### config.mk
export PLATFORM = sky130hd
export DESIGN_NAME = fit_policy_block_allocator_core
export DESIGN_NICKNAME = d
export VERILOG_FILES = /design/src/rtl/fpba_pkg.sv /design/src/rtl/fit_policy_block_allocator_core.sv /design/src/rtl/fpba_cell.sv
export SDC_FILE = /design/constraint.sdc
export NUM_CORES = 2
export LEC_CHECK = 0
export BUFFER_PORTS_ARGS = -buffer_cell sky130_fd_sc_hd__buf_2
export CAP_MARGIN = 25
export CORE_ASPECT_RATIO = 1.1
export CORE_MARGIN = 3
export CORE_UTILIZATION = 33
export DETAILED_ROUTE_END_ITERATION = 6
export GPL_TIMING_DRIVEN = 0
export SYNTH_ARGS = -nofsm -noshare
export SYNTH_HDL_FRONTEND = slang
export SYNTH_SLANG_ARGS = --single-unit
### constraint.sdc
create_clock -name clk -period 3.34 [get_ports clk]
set_input_delay 0.334 -clock clk [delete_from_list [all_inputs] [get_ports clk]]
set_output_delay 0.334 -clock clk [all_outputs]
set_load 0.03 [all_outputs]
### src/rtl/fpba_pkg.sv
// Shared types and codes for the fit-policy block allocator.
// No dependencies; imported by fpba_cell and fit_policy_block_allocator_core.
package fpba_pkg;

  // Operation field codes.
  localparam logic OP_LOAD    = 1'b0;
  localparam logic OP_REQUEST = 1'b1;

  // Placement rule codes; the unused code behaves as first fit.
  localparam logic [1:0] FIT_FIRST = 2'd0;
  localparam logic [1:0] FIT_BEST  = 2'd1;
  localparam logic [1:0] FIT_WORST = 2'd2;

  // Configuration register indexes.
  localparam logic CFG_FIT_POLICY  = 1'b0;
  localparam logic CFG_BLOCK_COUNT = 1'b1;

  localparam logic [4:0] BLOCK_COUNT_RESET = 5'd16;

  // Control part of the search token that walks the cell row.
  typedef struct packed {
    logic valid;
    logic found;
  } tok_ctl_t;

  typedef enum logic [1:0] {
    ST_IDLE,
    ST_SCAN,
    ST_WRITE
  } state_t;

endpackage

### src/rtl/fit_policy_block_allocator_core.sv
// Top level of the fit-policy block allocator: handshake control, config
// registers and the row of fpba_cell instances. Depends on fpba_pkg.
// Loads give no result; a load whose block index is in range is written into the table as it is taken.
// A request sends a search token through the cell row one cell per cycle; the token
// leaving the row is captured, then the table update and the result register are
// loaded together once the output can take the result. No new item is taken meanwhile.
// Reset clears control, output valid and config (fit_policy 0, block_count 16);
// the size table is undefined until loaded.
module fit_policy_block_allocator_core #(
  parameter int NUM_BLOCKS = 16,
  parameter int SIZE_BITS  = 16
) (
  input  logic        clk,
  input  logic        rst,
  input  logic        cfg_write,
  input  logic        cfg_index,
  input  logic [4:0]  cfg_data,
  input  logic        in_valid,
  output logic        in_ready,
  input  logic        operation,
  input  logic [3:0]  block_index,
  input  logic [15:0] size_value,
  output logic        out_valid,
  input  logic        out_ready,
  output logic        granted,
  output logic [3:0]  chosen_block,
  output logic [15:0] left_after
);
  import fpba_pkg::*;

  localparam int IDX_W = (NUM_BLOCKS > 1) ? $clog2(NUM_BLOCKS) : 1;

  logic [1:0] fit_policy;
  logic [4:0] block_count;

  state_t state;
  state_t state_next;

  tok_ctl_t             ctl_chain  [NUM_BLOCKS+1];
  logic [IDX_W-1:0]     pick_chain [NUM_BLOCKS+1];
  logic [SIZE_BITS-1:0] best_chain [NUM_BLOCKS+1];
  logic [SIZE_BITS-1:0] req_chain  [NUM_BLOCKS+1];

  logic [SIZE_BITS+15:0] size_ext;
  logic [SIZE_BITS-1:0]  size_trunc;
  logic [IDX_W+3:0]      load_ext;
  logic                  load_ok;

  logic                 pend_found;
  logic [IDX_W-1:0]     pend_pick;
  logic [SIZE_BITS-1:0] pend_left;
  logic [IDX_W+3:0]     pick_ext;
  logic [SIZE_BITS+15:0] left_ext;

  logic                 in_xfer;
  logic                 out_free;
  logic                 wr_en;
  logic [IDX_W-1:0]     wr_idx;
  logic [SIZE_BITS-1:0] wr_data;

  always_comb begin
    size_ext   = {{SIZE_BITS{1'b0}}, size_value};
    size_trunc = size_ext[SIZE_BITS-1:0];
    load_ext   = {{IDX_W{1'b0}}, block_index};
    load_ok    = ({28'b0, block_index} < 32'(NUM_BLOCKS));
    pick_ext   = {4'b0, pend_pick};
    left_ext   = {16'b0, pend_left};
    out_free   = !out_valid || out_ready;
    in_xfer    = in_valid && in_ready;
  end

  always_ff @(posedge clk) begin
    if (rst) begin
      fit_policy  <= FIT_FIRST;
      block_count <= BLOCK_COUNT_RESET;
    end else if (cfg_write) begin
      unique case (cfg_index)
        CFG_FIT_POLICY:  fit_policy  <= cfg_data[1:0];
        CFG_BLOCK_COUNT: block_count <= cfg_data;
        default:         ;
      endcase
    end
  end

  always_ff @(posedge clk) begin
    if (rst) begin
      state <= ST_IDLE;
    end else begin
      state <= state_next;
    end
  end

  always_comb begin
    state_next = state;
    in_ready   = 1'b0;
    wr_en      = 1'b0;
    wr_idx     = load_ext[IDX_W-1:0];
    wr_data    = size_trunc;
    unique case (state)
      ST_IDLE: begin
        in_ready = 1'b1;
        if (in_valid) begin
          if (operation == OP_LOAD) begin
            wr_en = load_ok;
          end else begin
            state_next = ST_SCAN;
          end
        end
      end
      ST_SCAN: begin
        if (ctl_chain[NUM_BLOCKS].valid) begin
          state_next = ST_WRITE;
        end
      end
      ST_WRITE: begin
        // Hold the update until the output register can take the result.
        if (out_free) begin
          wr_en      = pend_found;
          wr_idx     = pend_pick;
          wr_data    = pend_left;
          state_next = ST_IDLE;
        end
      end
      default: state_next = ST_IDLE;
    endcase
  end

  // Inject a fresh token into the head of the row on a request transfer.
  always_comb begin
    ctl_chain[0].valid = in_xfer && (operation == OP_REQUEST);
    ctl_chain[0].found = 1'b0;
    pick_chain[0]      = '0;
    best_chain[0]      = '0;
    req_chain[0]       = size_trunc;
  end

  for (genvar i = 0; i < NUM_BLOCKS; i++) begin : g_cell
    fpba_cell #(
      .NUM_BLOCKS (NUM_BLOCKS),
      .SIZE_BITS  (SIZE_BITS),
      .CELL_IDX   (i)
    ) u_cell (
      .clk         (clk),
      .rst         (rst),
      .fit_policy  (fit_policy),
      .block_count (block_count),
      .prev_ctl    (ctl_chain[i]),
      .prev_pick   (pick_chain[i]),
      .prev_best   (best_chain[i]),
      .prev_req    (req_chain[i]),
      .wr_en       (wr_en),
      .wr_idx      (wr_idx),
      .wr_data     (wr_data),
      .tok_ctl     (ctl_chain[i+1]),
      .tok_pick    (pick_chain[i+1]),
      .tok_best    (best_chain[i+1]),
      .tok_req     (req_chain[i+1])
    );
  end

  // Capture the token leaving the row; the chosen block holds at least the request.
  always_ff @(posedge clk) begin
    if (state == ST_SCAN && ctl_chain[NUM_BLOCKS].valid) begin
      pend_found <= ctl_chain[NUM_BLOCKS].found;
      pend_pick  <= ctl_chain[NUM_BLOCKS].found ? pick_chain[NUM_BLOCKS] : '0;
      pend_left  <= ctl_chain[NUM_BLOCKS].found ?
                    best_chain[NUM_BLOCKS] - req_chain[NUM_BLOCKS] : '0;
    end
  end

  always_ff @(posedge clk) begin
    if (rst) begin
      out_valid <= 1'b0;
    end else if (state == ST_WRITE && out_free) begin
      out_valid <= 1'b1;
    end else if (out_ready) begin
      out_valid <= 1'b0;
    end
  end

  always_ff @(posedge clk) begin
    if (state == ST_WRITE && out_free) begin
      granted      <= pend_found;
      chosen_block <= pick_ext[3:0];
      left_after   <= left_ext[15:0];
    end
  end

  a_tail_in_scan: assert property (@(posedge clk) disable iff (rst)
    ctl_chain[NUM_BLOCKS].valid |-> state == ST_SCAN)
    else $error("token left the cell row outside a scan");

  a_head_idle: assert property (@(posedge clk) disable iff (rst)
    ctl_chain[0].valid |-> state == ST_IDLE && !ctl_chain[NUM_BLOCKS].valid)
    else $error("token injected while a search is in flight");

  a_result_from_write: assert property (@(posedge clk) disable iff (rst)
    $rose(out_valid) |-> $past(state) == ST_WRITE)
    else $error("result appeared without a finished search");

  a_refusal_zero: assert property (@(posedge clk) disable iff (rst)
    out_valid && !granted |-> chosen_block == 4'd0 && left_after == 16'd0)
    else $error("refused request carries a block or size");

  a_grant_write: assert property (@(posedge clk) disable iff (rst)
    state == ST_WRITE && wr_en |-> pend_found && wr_idx == pend_pick)
    else $error("table update without a grant");

endmodule

### src/rtl/fpba_cell.sv
// One cell of the allocator row: holds one block's free size and refines the
// search token passing through it. Depends on fpba_pkg.
module fpba_cell #(
  parameter int NUM_BLOCKS = 16,
  parameter int SIZE_BITS  = 16,
  parameter int CELL_IDX   = 0,
  localparam int IDX_W     = (NUM_BLOCKS > 1) ? $clog2(NUM_BLOCKS) : 1
) (
  input  logic                 clk,
  input  logic                 rst,
  input  logic [1:0]           fit_policy,
  input  logic [4:0]           block_count,
  input  fpba_pkg::tok_ctl_t   prev_ctl,
  input  logic [IDX_W-1:0]     prev_pick,
  input  logic [SIZE_BITS-1:0] prev_best,
  input  logic [SIZE_BITS-1:0] prev_req,
  input  logic                 wr_en,
  input  logic [IDX_W-1:0]     wr_idx,
  input  logic [SIZE_BITS-1:0] wr_data,
  output fpba_pkg::tok_ctl_t   tok_ctl,
  output logic [IDX_W-1:0]     tok_pick,
  output logic [SIZE_BITS-1:0] tok_best,
  output logic [SIZE_BITS-1:0] tok_req
);
  import fpba_pkg::*;

  localparam logic [31:0]      CELL_POS = 32'(CELL_IDX);
  localparam logic [IDX_W-1:0] MY_IDX   = IDX_W'(CELL_IDX);

  logic [SIZE_BITS-1:0] free_size;
  logic                 active;
  logic                 fits;
  logic                 take;

  always_comb begin
    active = ({27'b0, block_count} > CELL_POS);
    fits   = active && (free_size >= prev_req);
    take   = fits && (!prev_ctl.found ||
                      (fit_policy == FIT_BEST  && free_size < prev_best) ||
                      (fit_policy == FIT_WORST && free_size > prev_best));
  end

  always_ff @(posedge clk) begin
    if (wr_en && wr_idx == MY_IDX) begin
      free_size <= wr_data;
    end
  end

  always_ff @(posedge clk) begin
    if (rst) begin
      tok_ctl <= '0;
    end else begin
      tok_ctl.valid <= prev_ctl.valid;
      tok_ctl.found <= prev_ctl.found | fits;
    end
  end

  // Token payload: take over this block when it beats the running choice.
  always_ff @(posedge clk) begin
    tok_pick <= take ? MY_IDX : prev_pick;
    tok_best <= take ? free_size : prev_best;
    tok_req  <= prev_req;
  end

endmodule
# == Yosys cells after proc, flatten, opt, wreduce, memory -nomap -nowiden ==
# Index checks and enable logic that the tools add are counted.
# W data, S select, Z words.
# totals
ff_bits,901
in_bits,32
word_cells,372
# op_classes
n_addsub,1
magnitude_cmp,62
n_eq_ne,23
mux,31
n_bitwise,16
n_reduce_logical,134
# op_table
op,count
$mux W16,17
$ge A16 B16 Y1,16
$gt A16 B16 Y1,15
$lt A16 B16 Y1,15
$logic_and A1 B1 Y1,81
$gt A5 B4 Y1 const B,8
$eq A4 B4 Y1 const B,8
$logic_or A1 B1 Y1,31
$gt A5 B3 Y1 const B,4
$eq A4 B3 Y1 const B,4
$logic_not A1 Y1,16
$sub A16 B16 Y16,1
$or A1 B1 Y1,15
$gt A5 B1 Y1 const B,2
$gt A5 B2 Y1 const B,2
$eq A4 B2 Y1 const B,2
$mux W2,4
$mux W4,2
$mux W1,6
$ne A2 B2 Y1 const B,3
$pmux W2 S3,1
$eq A2 B1 Y1 const B,2
$eq A2 B2 Y1 const B,2
$eq A4 B1 Y1 const B,1
other kinds (8),9

# == Longest topological paths before layout ==
# logic_depth
depth_word,6
mapped_depth,11
depth_no_buf,10

# == Hierarchy ==
# A second synthesis with hierarchy kept.
# unflattened
hier_cells,3468
area_unflattened_um2,40202.3
# modules_own_cells
module,instances,cells_each,area_each_um2
fpba_cell (g_cell[1].u_cell ...),2,198,2323.5
fit_policy_block_allocator_core,1,294,2831.5
fpba_cell (g_cell[0].u_cell),1,197,2409.8
fpba_cell (g_cell[10].u_cell),1,199,2371.0
fpba_cell (g_cell[8].u_cell),1,199,2367.3
fpba_cell (g_cell[15].u_cell),1,198,2334.7
fpba_cell (g_cell[2].u_cell),1,199,2331.0
fpba_cell (g_cell[12].u_cell),1,199,2329.7
fpba_cell (g_cell[4].u_cell),1,199,2328.5
fpba_cell (g_cell[9].u_cell),1,199,2327.2
fpba_cell (g_cell[3].u_cell),1,199,2326.0
fpba_cell (g_cell[6].u_cell),1,198,2324.7
fpba_cell (g_cell[14].u_cell),1,198,2322.2
fpba_cell (g_cell[11].u_cell),1,198,2318.5
2 more rows,--,--,--

# == Worst setup path after synthesis ==
# Ideal clock, no wire load.
# synth_path
path_kind,register to register
start,reg out_valid
end,"reg g_cell[0].u_cell.free_size[10], data pin"
setup_time_ns,0.409
t_arrival_ns,2.508
t_required_ns,2.931
setup_slack_ns,0.423
stages_incl_launch_ff,6
cell_sequence,dfxtp_1 -> nor2b_1 -> nor2_1 -> clkbuf_1 -> clkbuf_1 -> o21ai_0
# synth_between
elab_chain_cells,4
# synth_rtl
element,line,text
start: declaration,fit_policy_block_allocator_core.sv:23,"output logic out_valid,"
start signal: assignment,fit_policy_block_allocator_core.sv:173,out_valid <= 1'b0;
start signal: assignment,fit_policy_block_allocator_core.sv:175,out_valid <= 1'b1;
start signal: assignment,fit_policy_block_allocator_core.sv:177,out_valid <= 1'b0;
$logic_not A1 Y1,fit_policy_block_allocator_core.sv:68,out_free = !out_valid || out_ready;
$logic_or A1 B1 Y1,fit_policy_block_allocator_core.sv:68,
$mux W16,fit_policy_block_allocator_core.sv:117,if (out_free) begin
$mux W16,fit_policy_block_allocator_core.sv:99,unique case (state)
via g_cell[0].u_cell.wr_data[10],fpba_cell.sv:19,"input logic [SIZE_BITS-1:0] wr_data,"
end signal: assignment,fpba_cell.sv:45,free_size <= wr_data;
end: declaration,fpba_cell.sv:30,logic [SIZE_BITS-1:0] free_size;
# The timed path passes the listed nets, and every way through them passes these cells.
# A chain may end at the register's enable or synchronous reset.

# == Final worst setup path ==
# layout_path
start,reg state[0]
end,"reg g_cell[11].u_cell.free_size[8], enable pin"
# layout_between
elab_chain_cells,4
elab_cells_between_ends,6
classes_between,2 x eq/ne; 2 x mux; 2 x reduce/logical
# layout_rtl
element,line,text
start: declaration,fit_policy_block_allocator_core.sv:36,state_t state;
start signal: assignment,fit_policy_block_allocator_core.sv:89,state <= state_next;
$eq A2 B2 Y1,fit_policy_block_allocator_core.sv:99,
$mux W4,fit_policy_block_allocator_core.sv:99,
$eq A4 B4 Y1,fpba_cell.sv:44,if (wr_en && wr_idx == MY_IDX) begin
$logic_and A1 B1 Y1 *,fpba_cell.sv:44,
end signal: assignment,fpba_cell.sv:45,
end: declaration,fpba_cell.sv:30,
# Mark *: on every way between the ends. The rest lies on a longest branch, timed or not.

==> summary.md <==
| Metric | Value |
|---|---|
| Synth area leaders | dfxtp_1, edfxtp_1, ha_1 |
| Maximum VDD drop | 0.0004513 V |
| Placed Instances | a little under 5000 |
| Req. time, crit path | 3.62 ns |
| Post-synth top flop | dfxtp_1 |
| Area leader, netlist | dfxtp_1 |
| R2r worst-path depth | 7 |
| CP max-delay cell | nor2_2 |
| Period Utilization, post-route | 94.77% |
| Initial antenna violation count | 3 |
| Sequential fraction of the synthesis area | 53.34% |
| Largest net degree at the start of global routing | 31 |
| Via density | 4.765 |
| Initial DRC count | 1492 |
| Minimum clock period after layout | around 3.2 ns |
| Hold WC Path Type | in -> reg |
| Gr ovfl total | 0 |
| Worst reg2reg path startpoint | state[0] |
| Share of layout cells above drive strength 1 | about 16% |
| Fin nets | 4098 |
| Reg2Reg Capture Point | g_cell[11].u_cell.free_size[8] |
| Clk_lat worst skew | 0.66 ns |
| Avg Inst Size Synth | 11.75 sq um |
| Most common library cell in the layout ignoring fill and taps | dfxtp_1 |
| Synthesized flop and latch total | 901 |
| Worst hold start | cfg_data[2] |
| Hold EP | block_count[2] |
| Routability cong. | between 0.8 and 0.9 |
| Bufs on Longest Clock Path | 3 |
| Post-CTS Setup Inserts | 0 |
| Vias | 24650 |
| Clock transition at path regs | around 0.070 ns |
| Clk root buf | clkbuf_16 |
| Final setup viols | 0 |
| H-tree depth | 3 |
| Worst slew margin | between 20 and 30% |
| Reg-to-reg slack, setup | roughly 0.17 ns |
| Die area | 123600 sq um |
| Global-route wire length before repair | 147200 um |
| Hold violation count in the final report | 0 |
| Max FO, Critical Path | 16 |
| Routed WL | 98470 um |
| Register area | between 20000 and 25000 sq um |
| Area taken by multi-input logic gates | 16300 sq um |
| Crit end category | flop |
| Overall power | 27.16 mW |
| I/O pin count | 55 |
| Layout Area Growth over Synthesis | 16.11% |
| WHS Path Cells | 3 |
| Die W | 335.5 um |
| FP Rows | 132 |
| Number of max-cap violations | 0 |
| Status | finished, final reports clean |
| Worst Path Arrival | 3.44 ns |
| DRC viols | 0 |
| CTS tree | yes |
| GRT Util Overall | roughly 16% |
| Number of port buffers | 54 |
| Post-synth EDFFs | between 200 and 300 |
| Slew Viols, Final | 0 |
| Cell count after synthesis | roughly 3400 |
| Clk_skew | 0.02760 ns |
| P_leak | 20.08 nW |
| Crit start category | flop |
| Most frequent cells in the layout | dfxtp_1, inv_1, ha_1 |
| Fillers | 11140 |
| Post-synth top area share | 30.63% |
| Initial Utilization | 33.37% |
| Mapped Nets | 3899 |
| Worst-Margin Slew | 1.091 ns |
| Mapped cell area | 39410 sq um |
| Async set or reset register ratio after synthesis | 0% |
| Final HPWL DP | 76500 um |
| Clk sinks | 901 |
| Max Fclk | 315.9 MHz |
| Ys Warns | 0 |
| Number of global-route vias before repair | 24570 |
| DIE HEIGHT | between 300 and 400 um |
| Avg WL per Cell | approximately 19 um |
| Power per cell area | 593.6 nW/um^2 |
| Critical path cell sequence | inv_1 -> nand2_1 -> nor2_2 -> o21ai_0 -> o21ai_0 -> nand2_1 -> nor2_2 |
| Drt pass-1 iters | 5 |
| Synth cell types | 84 |
| Post-Layout Cell Count | 5174 |
| Routed Antenna Nets | 0 |
| Setup CP Type | reg -> reg |
| Num CTS Buffers | 91 |
| Core area | 118100 sq um |
| CP peak stage delay | 0.80 ns |
-- cell families after synthesis --
family / count (synthesis) / share of synthesized area (%)
DFF: 901 / 53.34
xor gates and xnor gates: 7 / 0.1556
adders and majority gates: 512 / 16.28
and+or+nand+nor: 530 / 7.449
muxes: 259 / 7.732
buffers and inverters: 584 / 5.868
AOI/OAI and AO/OA: 562 / 9.176
-- synthesized netlist by cell type, types with 4 or more instances --
library cell	n
buf_2	20
o22ai_1	5
a2111oi_0	6
a21oi_1	193
o21ai_0	103
a21boi_0	4
nand3_1	64
mux2_1	13
mux2_2	198
or2_1	7
ha_1	511
nand2b_1	20
inv_1	528
or3_1	17
o211ai_1	36
o21bai_1	4
a21o_1	92
dfxtp_1	603
mux2_4	38
buf_6	8
o31ai_1	8
a21oi_4	5
edfxtp_1	298
nor4_1	9
a211o_1	8
o2111ai_1	8
a221oi_1	4
a31oi_1	17
nor2_1	81
nand2_1	102
o21a_1	9
nor3b_1	8
nor2b_1	60
a211oi_1	26
and2_1	8
nand3b_1	8
or2_2	20
nand4_1	57
and3_1	11
xnor2_1	5
nor4b_1	4
mux2i_1	10
clkbuf_1	24
nor3_1	16
and4_1	22
-- final cells by class --
class / instances / share of cell area, %
flip-flops and latches: 901 / 45.94
multi-input cells: 1870 / 35.62
clock buffers: 123 / 5.732
inverters: 528 / 4.332
well taps: 1541 / 4.214
repair buffers: 106 / 2.275
clock inverters: 48 / 1.151
plain buffers: 56 / 0.7247
diodes: 1 / 0.005469
-- flip-flops by register name, indices dropped and copies added (netlist names), 2 cells and up --
signal                   cells
g_cell.u_cell.free_size    256
g_cell.u_cell.tok_best     256
g_cell.u_cell.tok_req      256
g_cell.u_cell.tok_pick      49
g_cell.u_cell.tok_ctl       32
left_after                  16
pend_left                   16
block_count                  5
chosen_block                 4
pend_pick                    4
fit_policy                   2
state                        2
-- worst max-delay path: cells and delay by family, from the launching register on --
family / cells / cell delay, ns
compound gates: 2 / 0.74
buf+inv: 1 / 0.16
flops: 1 / 0.31
simple gates: 4 / 1.56
-- repair_timing --
action                                  CTS  global route
hold buffers                             26             0
resized for setup                         5             3
endpoints found under the setup margin   79           134
endpoints found under the hold margin    22             0
-- through the flow --
step / hold WS [ns] / setup slack, ns / util (%) / instance area, sq um / TNS, ns
after floorplan: 0.3308 / 0.4227 / - / 39410 / 0
after global placement: 0.3370 / -2.973 / 35.23 / 41600 / -661.92
after detailed placement: 0.3371 / -0.03858 / 35.82 / 42300 / -1.423
after CTS: 0.01109 / -0.08486 / 38.73 / 45740 / -3.094
after global routing: 0.04965 / -0.04755 / 38.74 / 45750 / -0.3094
final: 0.04932 / 0.1747 / 38.74 / 45750 / 0
-- metal layers --
| layer | global-route usage (%) | wire length [um] | vias to the layer above | part of all wire [%] |
|---|---|---|---|---|
| met5 | 0 | 0 | - | 0 |
| met4 | 5.337 | 3093 | 0 | 3.1 |
| met3 | 2.216 | 4058 | 152 | 4.1 |
| met2 | 27.73 | 49060 | 531 | 50 |
| met1 | 19.58 | 42260 | 11760 | 43 |
| li1 | - | - | 12210 | - |
-- where the power goes --
group,switching [mW],internal (mW)
logic,1.96,1.78
clock network,4.37,6.17
registers,0.598,12.3
-- worst max path at each step --
stage                                              from                               to  depth (start not counted)
after detailed placement                       state[0]  g_cell[11].u_cell.free_size[11]                          7
after CTS                                      state[0]    g_cell[9].u_cell.free_size[4]                          7
after global routing      g_cell[3].u_cell.free_size[9]    g_cell[3].u_cell.tok_best[11]                         10
after global placement                        out_ready    g_cell[9].u_cell.free_size[7]                          6
after floorplan                               out_valid   g_cell[0].u_cell.free_size[10]                          5
final                                          state[0]   g_cell[11].u_cell.free_size[8]                          7
Note: power is estimated with default switching activity, not from simulation.
